`config.mk`:
```
export PLATFORM = sky130hd
export DESIGN_NAME = pfla_ctrl
export DESIGN_NICKNAME = d
export VERILOG_FILES = /design/src/rtl/page_free_list_allocator_macros.svh /design/src/rtl/pfla_pkg.sv /design/src/rtl/pfla_ctrl.sv
export SDC_FILE = /design/constraint.sdc
export NUM_CORES = 1
export LEC_CHECK = 0
export ABC_AREA = 1
export BUFFER_PORTS_ARGS = -buffer_cell sky130_fd_sc_hd__buf_2
export CAP_MARGIN = 10
export CORE_AREA = 2 2 39 41
export DETAILED_ROUTE_END_ITERATION = 10
export DIE_AREA = 0 0 41 43
export SETUP_SLACK_MARGIN = 0.1
export SLEW_MARGIN = 5
export SYNTH_ARGS = -nofsm -noshare
export SYNTH_HDL_FRONTEND = slang
export SYNTH_SLANG_ARGS = --single-unit
export TNS_END_PERCENT = 30
```
`constraint.sdc`:
```
create_clock -name clk_i -period 3.5 [get_ports clk_i]
set_input_delay 0.7 -clock clk_i [delete_from_list [all_inputs] [get_ports clk_i]]
set_output_delay 0.7 -clock clk_i [all_outputs]
set_load 0.005 [all_outputs]
```
`src/rtl/page_free_list_allocator_macros.svh`:
```
// Assertion macros shared by the page free list allocator RTL.
// Depends on nothing; users must have clk_i and rst_ni in scope.
`ifndef PAGE_FREE_LIST_ALLOCATOR_MACROS_SVH
`define PAGE_FREE_LIST_ALLOCATOR_MACROS_SVH
`ifndef ASSERT_OFF
// Plain property check, sampled on clk_i and disabled during reset.
`define PFLA_ASSERT(lbl, prop) \
  lbl: assert property (@(posedge clk_i) disable iff (!rst_ni) (prop)) \
    else $error("page free list allocator: assertion failed");
// Same-cycle implication check.
`define PFLA_ASSERT_IMP(lbl, ante, cons) \
  lbl: assert property (@(posedge clk_i) disable iff (!rst_ni) (ante) |-> (cons)) \
    else $error("page free list allocator: implication failed");
// Next-cycle implication check.
`define PFLA_ASSERT_NXT(lbl, ante, cons) \
  lbl: assert property (@(posedge clk_i) disable iff (!rst_ni) (ante) |=> (cons)) \
    else $error("page free list allocator: next-cycle implication failed");
`else
`define PFLA_ASSERT(lbl, prop)
`define PFLA_ASSERT_IMP(lbl, ante, cons)
`define PFLA_ASSERT_NXT(lbl, ante, cons)
`endif
`endif

```
`src/rtl/pfla_pkg.sv`:
```
// Package for the page free list allocator: payload structs, codes and
// the command/status structs between controller and datapath. No dependencies.
package pfla_pkg;

  localparam int unsigned AddrW    = 32;
  localparam int unsigned PhysTopW = 27;
  localparam int unsigned CfgIdxW  = 2;

  localparam logic [AddrW-1:0]    VirtBaseRst  = 32'h8000_0000;
  localparam logic [PhysTopW-1:0] PhysTopRst   = 27'h400_0000;
  localparam logic [AddrW-1:0]    KernelEndRst = 32'h8000_0000;

  // Request type codes.
  localparam logic [1:0] REQ_ALLOC = 2'd0;
  localparam logic [1:0] REQ_FREE  = 2'd1;
  localparam logic [1:0] REQ_RANGE = 2'd2;

  // Configuration register indexes.
  localparam logic [CfgIdxW-1:0] CFG_VIRT_BASE  = 2'd0;
  localparam logic [CfgIdxW-1:0] CFG_PHYS_TOP   = 2'd1;
  localparam logic [CfgIdxW-1:0] CFG_KERNEL_END = 2'd2;

  // Result status codes.
  localparam logic [2:0] ST_OK    = 3'd0;
  localparam logic [2:0] ST_EMPTY = 3'd1;
  localparam logic [2:0] ST_TOP   = 3'd2;
  localparam logic [2:0] ST_LOW   = 3'd3;
  localparam logic [2:0] ST_ALIGN = 3'd4;

  typedef struct packed {
    logic [1:0]       req_type;
    logic [AddrW-1:0] page_addr;
    logic [AddrW-1:0] range_end;
  } req_t;

  typedef struct packed {
    logic [AddrW-1:0] alloc_addr;
    logic [2:0]       status;
  } rsp_t;

  typedef struct packed {
    logic       load;      // latch the request fields
    logic       pop;       // head takes the link read of the old head
    logic       push;      // write link of current page, head takes its index
    logic       finish;    // register the result and raise the strobe
    logic       ret_addr;  // result carries the allocated address
    logic [2:0] code;      // result status
  } ctrl_cmd_t;

  typedef struct packed {
    logic       empty;       // list holds nothing
    logic       chk_fail;    // current page fails a free check
    logic [2:0] chk_code;    // status of the first failing check
    logic       range_more;  // another page fits below the range end
  } dp_status_t;

endpackage

```
`src/rtl/pfla_ctrl.sv`:
```
// Controller of the page free list allocator: sequences allocation, single
// free and range free over the datapath. Uses pfla_pkg.
module pfla_ctrl
  import pfla_pkg::*;
(
  input  logic       clk_i,
  input  logic       rst_ni,
  input  logic       start_i,
  input  logic [1:0] req_type_i,
  input  dp_status_t stat_i,
  output ctrl_cmd_t  cmd_o,
  output logic       busy_o
);

  typedef enum logic [4:0] {
    S_IDLE  = 5'b00001,
    S_ALLOC = 5'b00010,
    S_FREE  = 5'b00100,
    S_RANGE = 5'b01000,
    S_NOP   = 5'b10000
  } state_e;

  state_e state_q, state_d;

  always_comb begin
    state_d = state_q;
    cmd_o   = '0;
    unique case (state_q)
      S_IDLE: begin
        if (start_i) begin
          cmd_o.load = 1'b1;
          unique case (req_type_i)
            REQ_ALLOC: state_d = S_ALLOC;
            REQ_FREE:  state_d = S_FREE;
            REQ_RANGE: state_d = S_RANGE;
            default:   state_d = S_NOP;
          endcase
        end
      end
      S_ALLOC: begin
        cmd_o.finish = 1'b1;
        if (stat_i.empty) begin
          cmd_o.code = ST_EMPTY;
        end else begin
          cmd_o.pop      = 1'b1;
          cmd_o.ret_addr = 1'b1;
          cmd_o.code     = ST_OK;
        end
        state_d = S_IDLE;
      end
      S_FREE: begin
        cmd_o.finish = 1'b1;
        if (stat_i.chk_fail) begin
          cmd_o.code = stat_i.chk_code;
        end else begin
          cmd_o.push = 1'b1;
          cmd_o.code = ST_OK;
        end
        state_d = S_IDLE;
      end
      S_RANGE: begin
        if (!stat_i.range_more) begin
          cmd_o.finish = 1'b1;
          cmd_o.code   = ST_OK;
          state_d      = S_IDLE;
        end else if (stat_i.chk_fail) begin
          cmd_o.finish = 1'b1;
          cmd_o.code   = stat_i.chk_code;
          state_d      = S_IDLE;
        end else begin
          cmd_o.push = 1'b1;
        end
      end
      S_NOP: begin
        cmd_o.finish = 1'b1;
        cmd_o.code   = ST_OK;
        state_d      = S_IDLE;
      end
      default: state_d = S_IDLE;
    endcase
  end

  always_ff @(posedge clk_i or negedge rst_ni) begin
    if (!rst_ni) begin
      state_q <= S_IDLE;
    end else begin
      state_q <= state_d;
    end
  end

  assign busy_o = state_q != S_IDLE;

endmodule

```
==> metrics.txt, run 1 <==
r2r worst-path depth 5; clk buf depth 2; number of buffers added on ports 19; total grt overflow 0; CP top delay family simple AND/OR/NAND/NOR gates; clk root buf clkbuf_4; Avg Inst Size Synth 7.26 µm²; first-pass GRT wire length 1.41 mm; dpl ws 1.46 ns; status finished clean; combinational family with the most area after synthesis simple AND/OR/NAND/NOR gates; syn nets 71; Worst path max stage delay 0.16 ns; IO Pins 20; Max Transition Viols Final 0; cts bufs inserted 3; CTS sink cnt 5; sw frac 45.5%; part of the power in combinational logic 51.0%; H-tree Lvls 1; CTS Hold Bufs 0; CTS tree yes; most common cell after layout, fill and taps aside buf_2; most used cell, CP buf_2; Clock Latency Late Sink 0.24 ns; Worst-Margin Slew 0.254 ns; die width 41 µm; Hold Path Class primary input to async pin; Startpoint Class primary input; std cell rows 14; power share of the clock group 19.5%; multi-input combinational cell area 268 µm²; Seq pwr share 29.5%; # resized after CTS 0; max reg flops 5; Starting Density 31.5%; post-synthesis adder-cell area fraction 0%; leading post-synthesis cells by cell area dfrtp_1 (23%), nand3_2 (11%), nor2_4 (10%), nand4_1 (8.6%), nor2_1 (8.6%); Fin Clk Skew 0.000271 ns; post-synthesis compound-gate area fraction 4.60%; Final period util 58.4%; Post-DP HPWL 773 µm; core area 0.00138 mm²; Die Y 43 µm; Synth top area share 23.0%; final net count 94; largest area contributor in the netlist dfrtp_1; Largest regs state_q: 5 flops; WL/cell 9.71 µm; Fill cells 168; final setup fails 0; Layout area overhead 30.7%; Pint 0.187 mW; GRT Util Overall 11.8%; Hold WS 0.265 ns; DR DRC count 0; most frequent cells in the layout buf_2 (19), nor2_1 (10), inv_1 (8); setup TNS 0 ns; origin of the critical flop-to-flop path state_q[0]; FMAX 489 MHz; PD cells 602 mW/mm²; vias per cell 4.79; register area share after synthesis 29.0%; initial antenna violation count 0; P_leak 0.306 nW; largest net degree at the start of global routing 10; crit-path max FO 5; vias in the first global route 388; slowest stage cell, crit path nor2_1; clk slew on worst S/H paths 0.04 ns; post-synthesis simple-gate area fraction 56.9%; DP Cell Count 94; Final Hold Fails 0; Reg with most FFs state_q; DR iter-0 viols 2; worst r2r dst state_q[1]; Post-CTS Setup Repair Bufs 0; Syn Inst Count 60; n_diodes 0; crit-path cells buf_2 > nor2_1 > nand3_2 > o21ai_1 > buf_2; unrepaired setup endpoints after global routing false; flops & latches, synth 5; Reg area 126 µm²; setup ws final 1.46 ns; Die ar. 0.00176 mm²; R2R setup slack 2.34 ns; Peak VDD IR 0.232 mV; relative slew slack 83.1%; non-filler cells, final 98; WP buf/inv 2; 1st-pass router iterations 4; share of cells above drive strength 1 45.1%; routability cong. 0.682; CP Class primary input to output port; Synth Warn # 0; drt total wl 952 µm; Max Cap Viol 0; ANT nets after route 0; CP endpoint kind output port; Netlist cell types 15; Switch Pwr 0.156 mW; Post-Syn Area 435 µm²; routed vias 469; Tmin final 2.04 ns; CP required 2.80 ns; Data arrival, critical path 1.34 ns; post-synthesis xor/xnor area fraction 0%; multiplexer share of the synthesized area 0%
cell families (layout without fill, tap and decap cells):
logic type | count (synthesis) | after routing
buffers and inverters | 10 | 32
AOI/OAI and AO/OA | 4 | 4
and+or+nand+nor | 41 | 41
DFF | 5 | 5
stage by stage:
stage	area [µm²]	utilization [%]	power, mW
final	569	41.1	0.343
after global routing	569	41.1	0.377
after CTS	569	41.1	0.348
after detailed placement	543	39.2	0.279
after global placement	543	39.2	0.279
after floorplan	435	-	0.229
area by class of cell:
| cell class | instances | area share (%) |
|---|---|---|
| inverter | 9 | 5.93 |
| tap | 16 | 3.52 |
| multi-input combinational | 45 | 47.0 |
| sequential | 5 | 22.2 |
| clock buffer | 4 | 4.62 |
| timing repair buffer | 19 | 16.7 |
cells in the mapped netlist:
cell / number
inv_2: 1
dfrtp_1: 4
nor2_1: 10
a21oi_1: 2
buf_4: 1
o21ai_1: 2
dfstp_2: 1
nand4_1: 6
nand3_1: 6
nor2_4: 4
nand3_2: 5
nand2_2: 2
inv_1: 8
nor2_2: 2
nand2_1: 6
metal layers:
layer	part of all wire, %	vias up	global-route usage [%]
met5	0	-	0
met4	1.3	0	8.00
met3	9.1	3	1.57
met2	46	20	18.4
met1	43	203	14.1
li1	-	243	-
worst max path at each step:
stage,depth (start not counted),startpoint,end
after floorplan,4,stat_i[0],cmd_o[5]
after global placement,6,stat_i[4],cmd_o[4]
after detailed placement,5,stat_i[4],cmd_o[5]
after CTS,5,stat_i[4],cmd_o[5]
after global routing,6,stat_i[4],cmd_o[4]
final,5,stat_i[4],cmd_o[5]
worst register-to-register path: cells and delay by family (launching register included):
kind             cells  cell delay, ns
DFF                  1            0.57
and+or+nand+nor      5            0.47
power by group through the flow:
stage | logic (mW) | registers (mW) | clock network, mW
CTS | 0.178 | 0.101 | 0.0689
detailed placement | 0.177 | 0.102 | 0
floorplan | 0.130 | 0.0991 | 0
finish | 0.175 | 0.101 | 0.0669
global placement | 0.177 | 0.101 | 0
global route | 0.200 | 0.104 | 0.0729
No activity file was read; power rests on OpenSTA's default activity.
==> run 2, diff against run 1 <==
- clock period: 3.5 -> 2 ns (I/O delays scaled with it)
==> run 2 against run 1 <==
Compared with the run above:
- first-iteration DRC count did not move
- combinational power rose by 78%
- sequential cell count did not move
- sequential share of layout area fell by 0.38 points
- final cell count rose by 1.0%
- critical path type is now flop to output port
==> metrics.txt, run 2 (synthesized netlist as in run 1, its figures left out) <==
Hold Path Class primary input to flop; CP endpoint kind output port; Peak VDD IR 0.431 mV; Clock Latency Late Sink 0.24 ns; Die Y 43 µm; Fill cells 153; r2r worst-path depth 5; Post-CTS Setup Repair Bufs 0; Layout area overhead 33.0%; die width 41 µm; Die ar. 0.00176 mm²; Post-DP HPWL 782 µm; most frequent cells in the layout buf_2 (19), nor2_1 (10), inv_1 (8); Starting Density 31.5%; CTS Hold Bufs 1; final net count 95; largest net degree at the start of global routing 10; ANT nets after route 0; Worst-Margin Slew 0.278 ns; CTS tree yes; unrepaired setup endpoints after global routing false; non-filler cells, final 99; DR DRC count 0; n_diodes 0; GRT Util Overall 12.7%; Fin Clk Skew 0.00199 ns; CP required 1.60 ns; vias in the first global route 381; number of buffers added on ports 19; clk root buf clkbuf_4; slowest stage cell, crit path dfrtp_1; drt total wl 947 µm; WL/cell 9.57 µm; H-tree Lvls 1; Reg with most FFs state_q; crit-path cells nor2_4 > nand3_2 > a21oi_1 > buf_2; std cell rows 14; R2R setup slack 0.84 ns; # resized after CTS 0; first-pass GRT wire length 1.52 mm; routability cong. 0.662; origin of the critical flop-to-flop path state_q[0]; Data arrival, critical path 1.30 ns; clk slew on worst S/H paths 0.04 ns; DP Cell Count 94; share of cells above drive strength 1 44.6%; PD cells 1040 mW/mm²; Reg area 126 µm²; most common cell after layout, fill and taps aside buf_2; clk buf depth 2; crit-path max FO 7; relative slew slack 81.5%; crit path from state_q[1]; P_leak 0.310 nW; Final Hold Fails 0; Tmin final 1.70 ns; 1st-pass router iterations 3; core area 0.00138 mm²; Max Cap Viol 0; CP endpoint cmd_o[1]; Core Util, Final 41.9%; Pwr Total 0.601 mW; vias per cell 4.60; multi-input combinational cell area 268 µm²; status finished clean; total grt overflow 0; initial antenna violation count 0; setup TNS 0 ns; DR iter-0 viols 2; Largest regs state_q: 5 flops; CTS sink cnt 5; worst r2r dst state_q[4]; Final period util 84.8%; CP Class flop to output port; IO Pins 20; Worst path max stage delay 0.42 ns; Startpoint Class flop; cts bufs inserted 3; FMAX 589 MHz; final setup fails 0; Max Transition Viols Final 0; max reg flops 5; routed vias 455
run 2: cell type report:
class / instances / area share (%)
tap: 16 / 3.46
sequential: 5 / 21.8
clock buffer: 4 / 4.54
multi-input combinational: 45 / 46.2
timing repair buffer: 20 / 18.1
inverter: 9 / 5.83
run 2: stage by stage:
stage / hold slack (ns) / setup slack (ns) / area (µm²)
2_1_floorplan: 0.104 / 0.610 / 435
3_3_place_gp: 0.222 / 0.573 / 543
3_5_place_dp: 0.224 / 0.563 / 543
4_1_cts: 0.427 / 0.300 / 579
5_1_grt: 0.443 / 0.189 / 579
6_report: 0.434 / 0.303 / 579
run 2: power breakdown:
group / switching (mW) / total [mW] / internal, mW
registers: 0.0406 / 0.177 / 0.136
clock network: 0.0378 / 0.113 / 0.0752
logic: 0.195 / 0.312 / 0.117
run 2: worst min-delay path by stage:
stage	endpoint	start	slack (ns)	depth (start not counted)
finish	state_q[4]	req_type_i[1]	0.43	3
global route	state_q[2]	req_type_i[0]	0.44	3
CTS	state_q[4]	req_type_i[1]	0.43	3
detailed placement	state_q[1]	rst_ni	0.22	1
global placement	state_q[1]	rst_ni	0.22	1
floorplan	state_q[1]	rst_ni	0.10	0
run 2: worst max-delay path, delay by kind of cell (launching register included):
family                 cells  cell delay [ns]
AOI/OAI and AO/OA          1             0.16
DFF                        1             0.42
buffers and inverters      1             0.13
and+or+nand+nor            2             0.35
run 2: layer usage:
| metal | up-vias | track usage (%) | part of all wire [%] |
|---|---|---|---|
| met4 | 0 | 8.00 | 0 |
| met5 | - | 0 | 0 |
| met3 | 0 | 1.57 | 7.2 |
| met1 | 191 | 16.3 | 48 |
| met2 | 17 | 19.1 | 44 |
| li1 | 247 | - | - |
==> run 3, diff against run 2 <==
- clock period: 2 -> 1.5 ns (I/O delays scaled with it)
==> run 3 against run 2 <==
Compared with the run above:
- the flow now finishes with violations (setup timing)
- setup slack worse by 0.37 ns
- via count is 4.8% higher
- worst hold slack worse by 0.10 ns
- sequential share of layout area decreased by 2.0 points
- global-route usage is 1.3 points higher
- power increased by 49%
- final area is 9.9% higher
- critical path depth is the same
- critical path type unchanged
- critical endpoint is now cmd_o[2]
==> metrics.txt, run 3 (synthesized netlist as in run 1, its figures left out) <==
status finished with violations; failing checks setup timing; clk buf depth 2; Peak VDD IR 0.624 mV; GRT Util Overall 14.1%; total grt overflow 0; Worst path max stage delay 0.42 ns; initial antenna violation count 0; n_diodes 0; Tmin final 1.56 ns; Data arrival, critical path 1.26 ns; Die ar. 0.00176 mm²; most frequent cells in the layout buf_2 (19), inv_1 (7), nor2_1 (7); 1st-pass router iterations 3; setup TNS -0.319 ns; Startpoint Class flop; final setup fails 8; IO Pins 20; Max Cap Viol 0; most common cell after layout, fill and taps aside buf_2; number of buffers added on ports 19; r2r worst-path depth 6; multi-input combinational cell area 303 µm²; crit-path max FO 7; first-pass GRT wire length 1.66 mm; DR DRC count 0; relative slew slack 83.1%; clk root buf clkbuf_4; Reg area 126 µm²; crit path from state_q[1]; R2R setup slack 0.29 ns; Fill cells 158; Reg with most FFs state_q; CP endpoint kind output port; FMAX 640 MHz; Layout area overhead 46.3%; crit-path cells nor2_4 > nand3_4 > a21oi_2 > buf_2; cell area after layout 637 µm²; non-filler cells, final 102; Fin Clk Skew 0.000620 ns; Post-DP HPWL 803 µm; PD cells 1410 mW/mm²; WP buf/inv 1; drt total wl 1.06 mm; CTS tree yes; Critical Path Stages 4; slowest stage cell, crit path dfrtp_1; Final period util 104%; CP endpoint cmd_o[2]; unrepaired setup endpoints after global routing true; CP top delay family flip-flops; Hold Path Class primary input to flop; DP Area 551 µm²; setup ws final -0.0632 ns; routed vias 477; cts bufs inserted 3; std cell rows 14; origin of the critical flop-to-flop path state_q[0]; dpl ws 0.164 ns; H-tree Lvls 1; CP Class flop to output port; CP required 1.20 ns; vias per cell 4.68; Max Transition Viols Final 0; DR iter-0 viols 1; DP Cell Count 95; Largest regs state_q: 5 flops; share of cells above drive strength 1 57.0%; max reg flops 5; routability cong. 0.692; vias in the first global route 439; largest net degree at the start of global routing 8; CTS sink cnt 5; P_leak 0.323 nW; WL/cell 10.4 µm; Clock Latency Late Sink 0.24 ns; worst r2r dst state_q[3]; Final Hold Fails 0; Die Y 43 µm; die width 41 µm; Starting Density 31.5%; core area 0.00138 mm²; clk slew on worst S/H paths 0.04 ns; Worst-Margin Slew 0.253 ns; ANT nets after route 0; final net count 98
==> run 3: layout make-up <==
type / instances / area share [%]
Multi-Input combinational cell: 45 / 47.5
Timing Repair Buffer: 23 / 20.0
Sequential cell: 5 / 19.8
Inverter: 9 / 5.30
Clock buffer: 4 / 4.13
Tap cell: 16 / 3.14
==> run 3: worst min path at each step <==
| stage | from | endpoint | cells after the start |
|---|---|---|---|
| after global placement | rst_ni | state_q[1] | 1 |
| final | req_type_i[1] | state_q[4] | 3 |
| after floorplan | rst_ni | state_q[1] | 0 |
| after global routing | req_type_i[1] | state_q[4] | 3 |
| after detailed placement | rst_ni | state_q[1] | 1 |
| after CTS | req_type_i[1] | state_q[4] | 3 |
==> run 3: timing repair <==
action,in CTS,in global routing
setup endpoints to repair,9,9
gates resized for setup,7,3
pin swaps,4,1
hold endpoints to repair,4,0
hold buffers,1,0
buffers inserted,2,0
==> run 3: power breakdown <==
group	total, mW	internal [mW]	switching [mW]
registers	0.239	0.182	0.0572
logic	0.506	0.210	0.296
clock network	0.151	0.100	0.0508
total	0.896	0.491	0.404
==> run 3: worst min-delay path: cells and delay by family <==
| family | cells | cell delay [ns] |
|---|---|---|
| buf+inv | 1 | 0.11 |
| simple gates | 2 | 0.12 |
==> run 3: routing by layer <==
| layer | global-route usage, % | part of all wire (%) | vias up |
|---|---|---|---|
| met5 | 0 | 0 | - |
| met4 | 8.00 | 0 | 0 |
| met3 | 1.57 | 6.6 | 0 |
| met2 | 25.6 | 55 | 17 |
| met1 | 13.8 | 39 | 211 |
| li1 | - | - | 249 |
==> run 3: through the flow <==
step / total power, mW / util, % / hold slack, ns
detailed placement: 0.667 / 39.8 / 0.120
floorplan: 0.535 / - / 0.00441
global placement: 0.661 / 39.8 / 0.118
finish: 0.896 / 46.0 / 0.331
CTS: 0.899 / 45.6 / 0.326
global route: 0.975 / 46.0 / 0.342
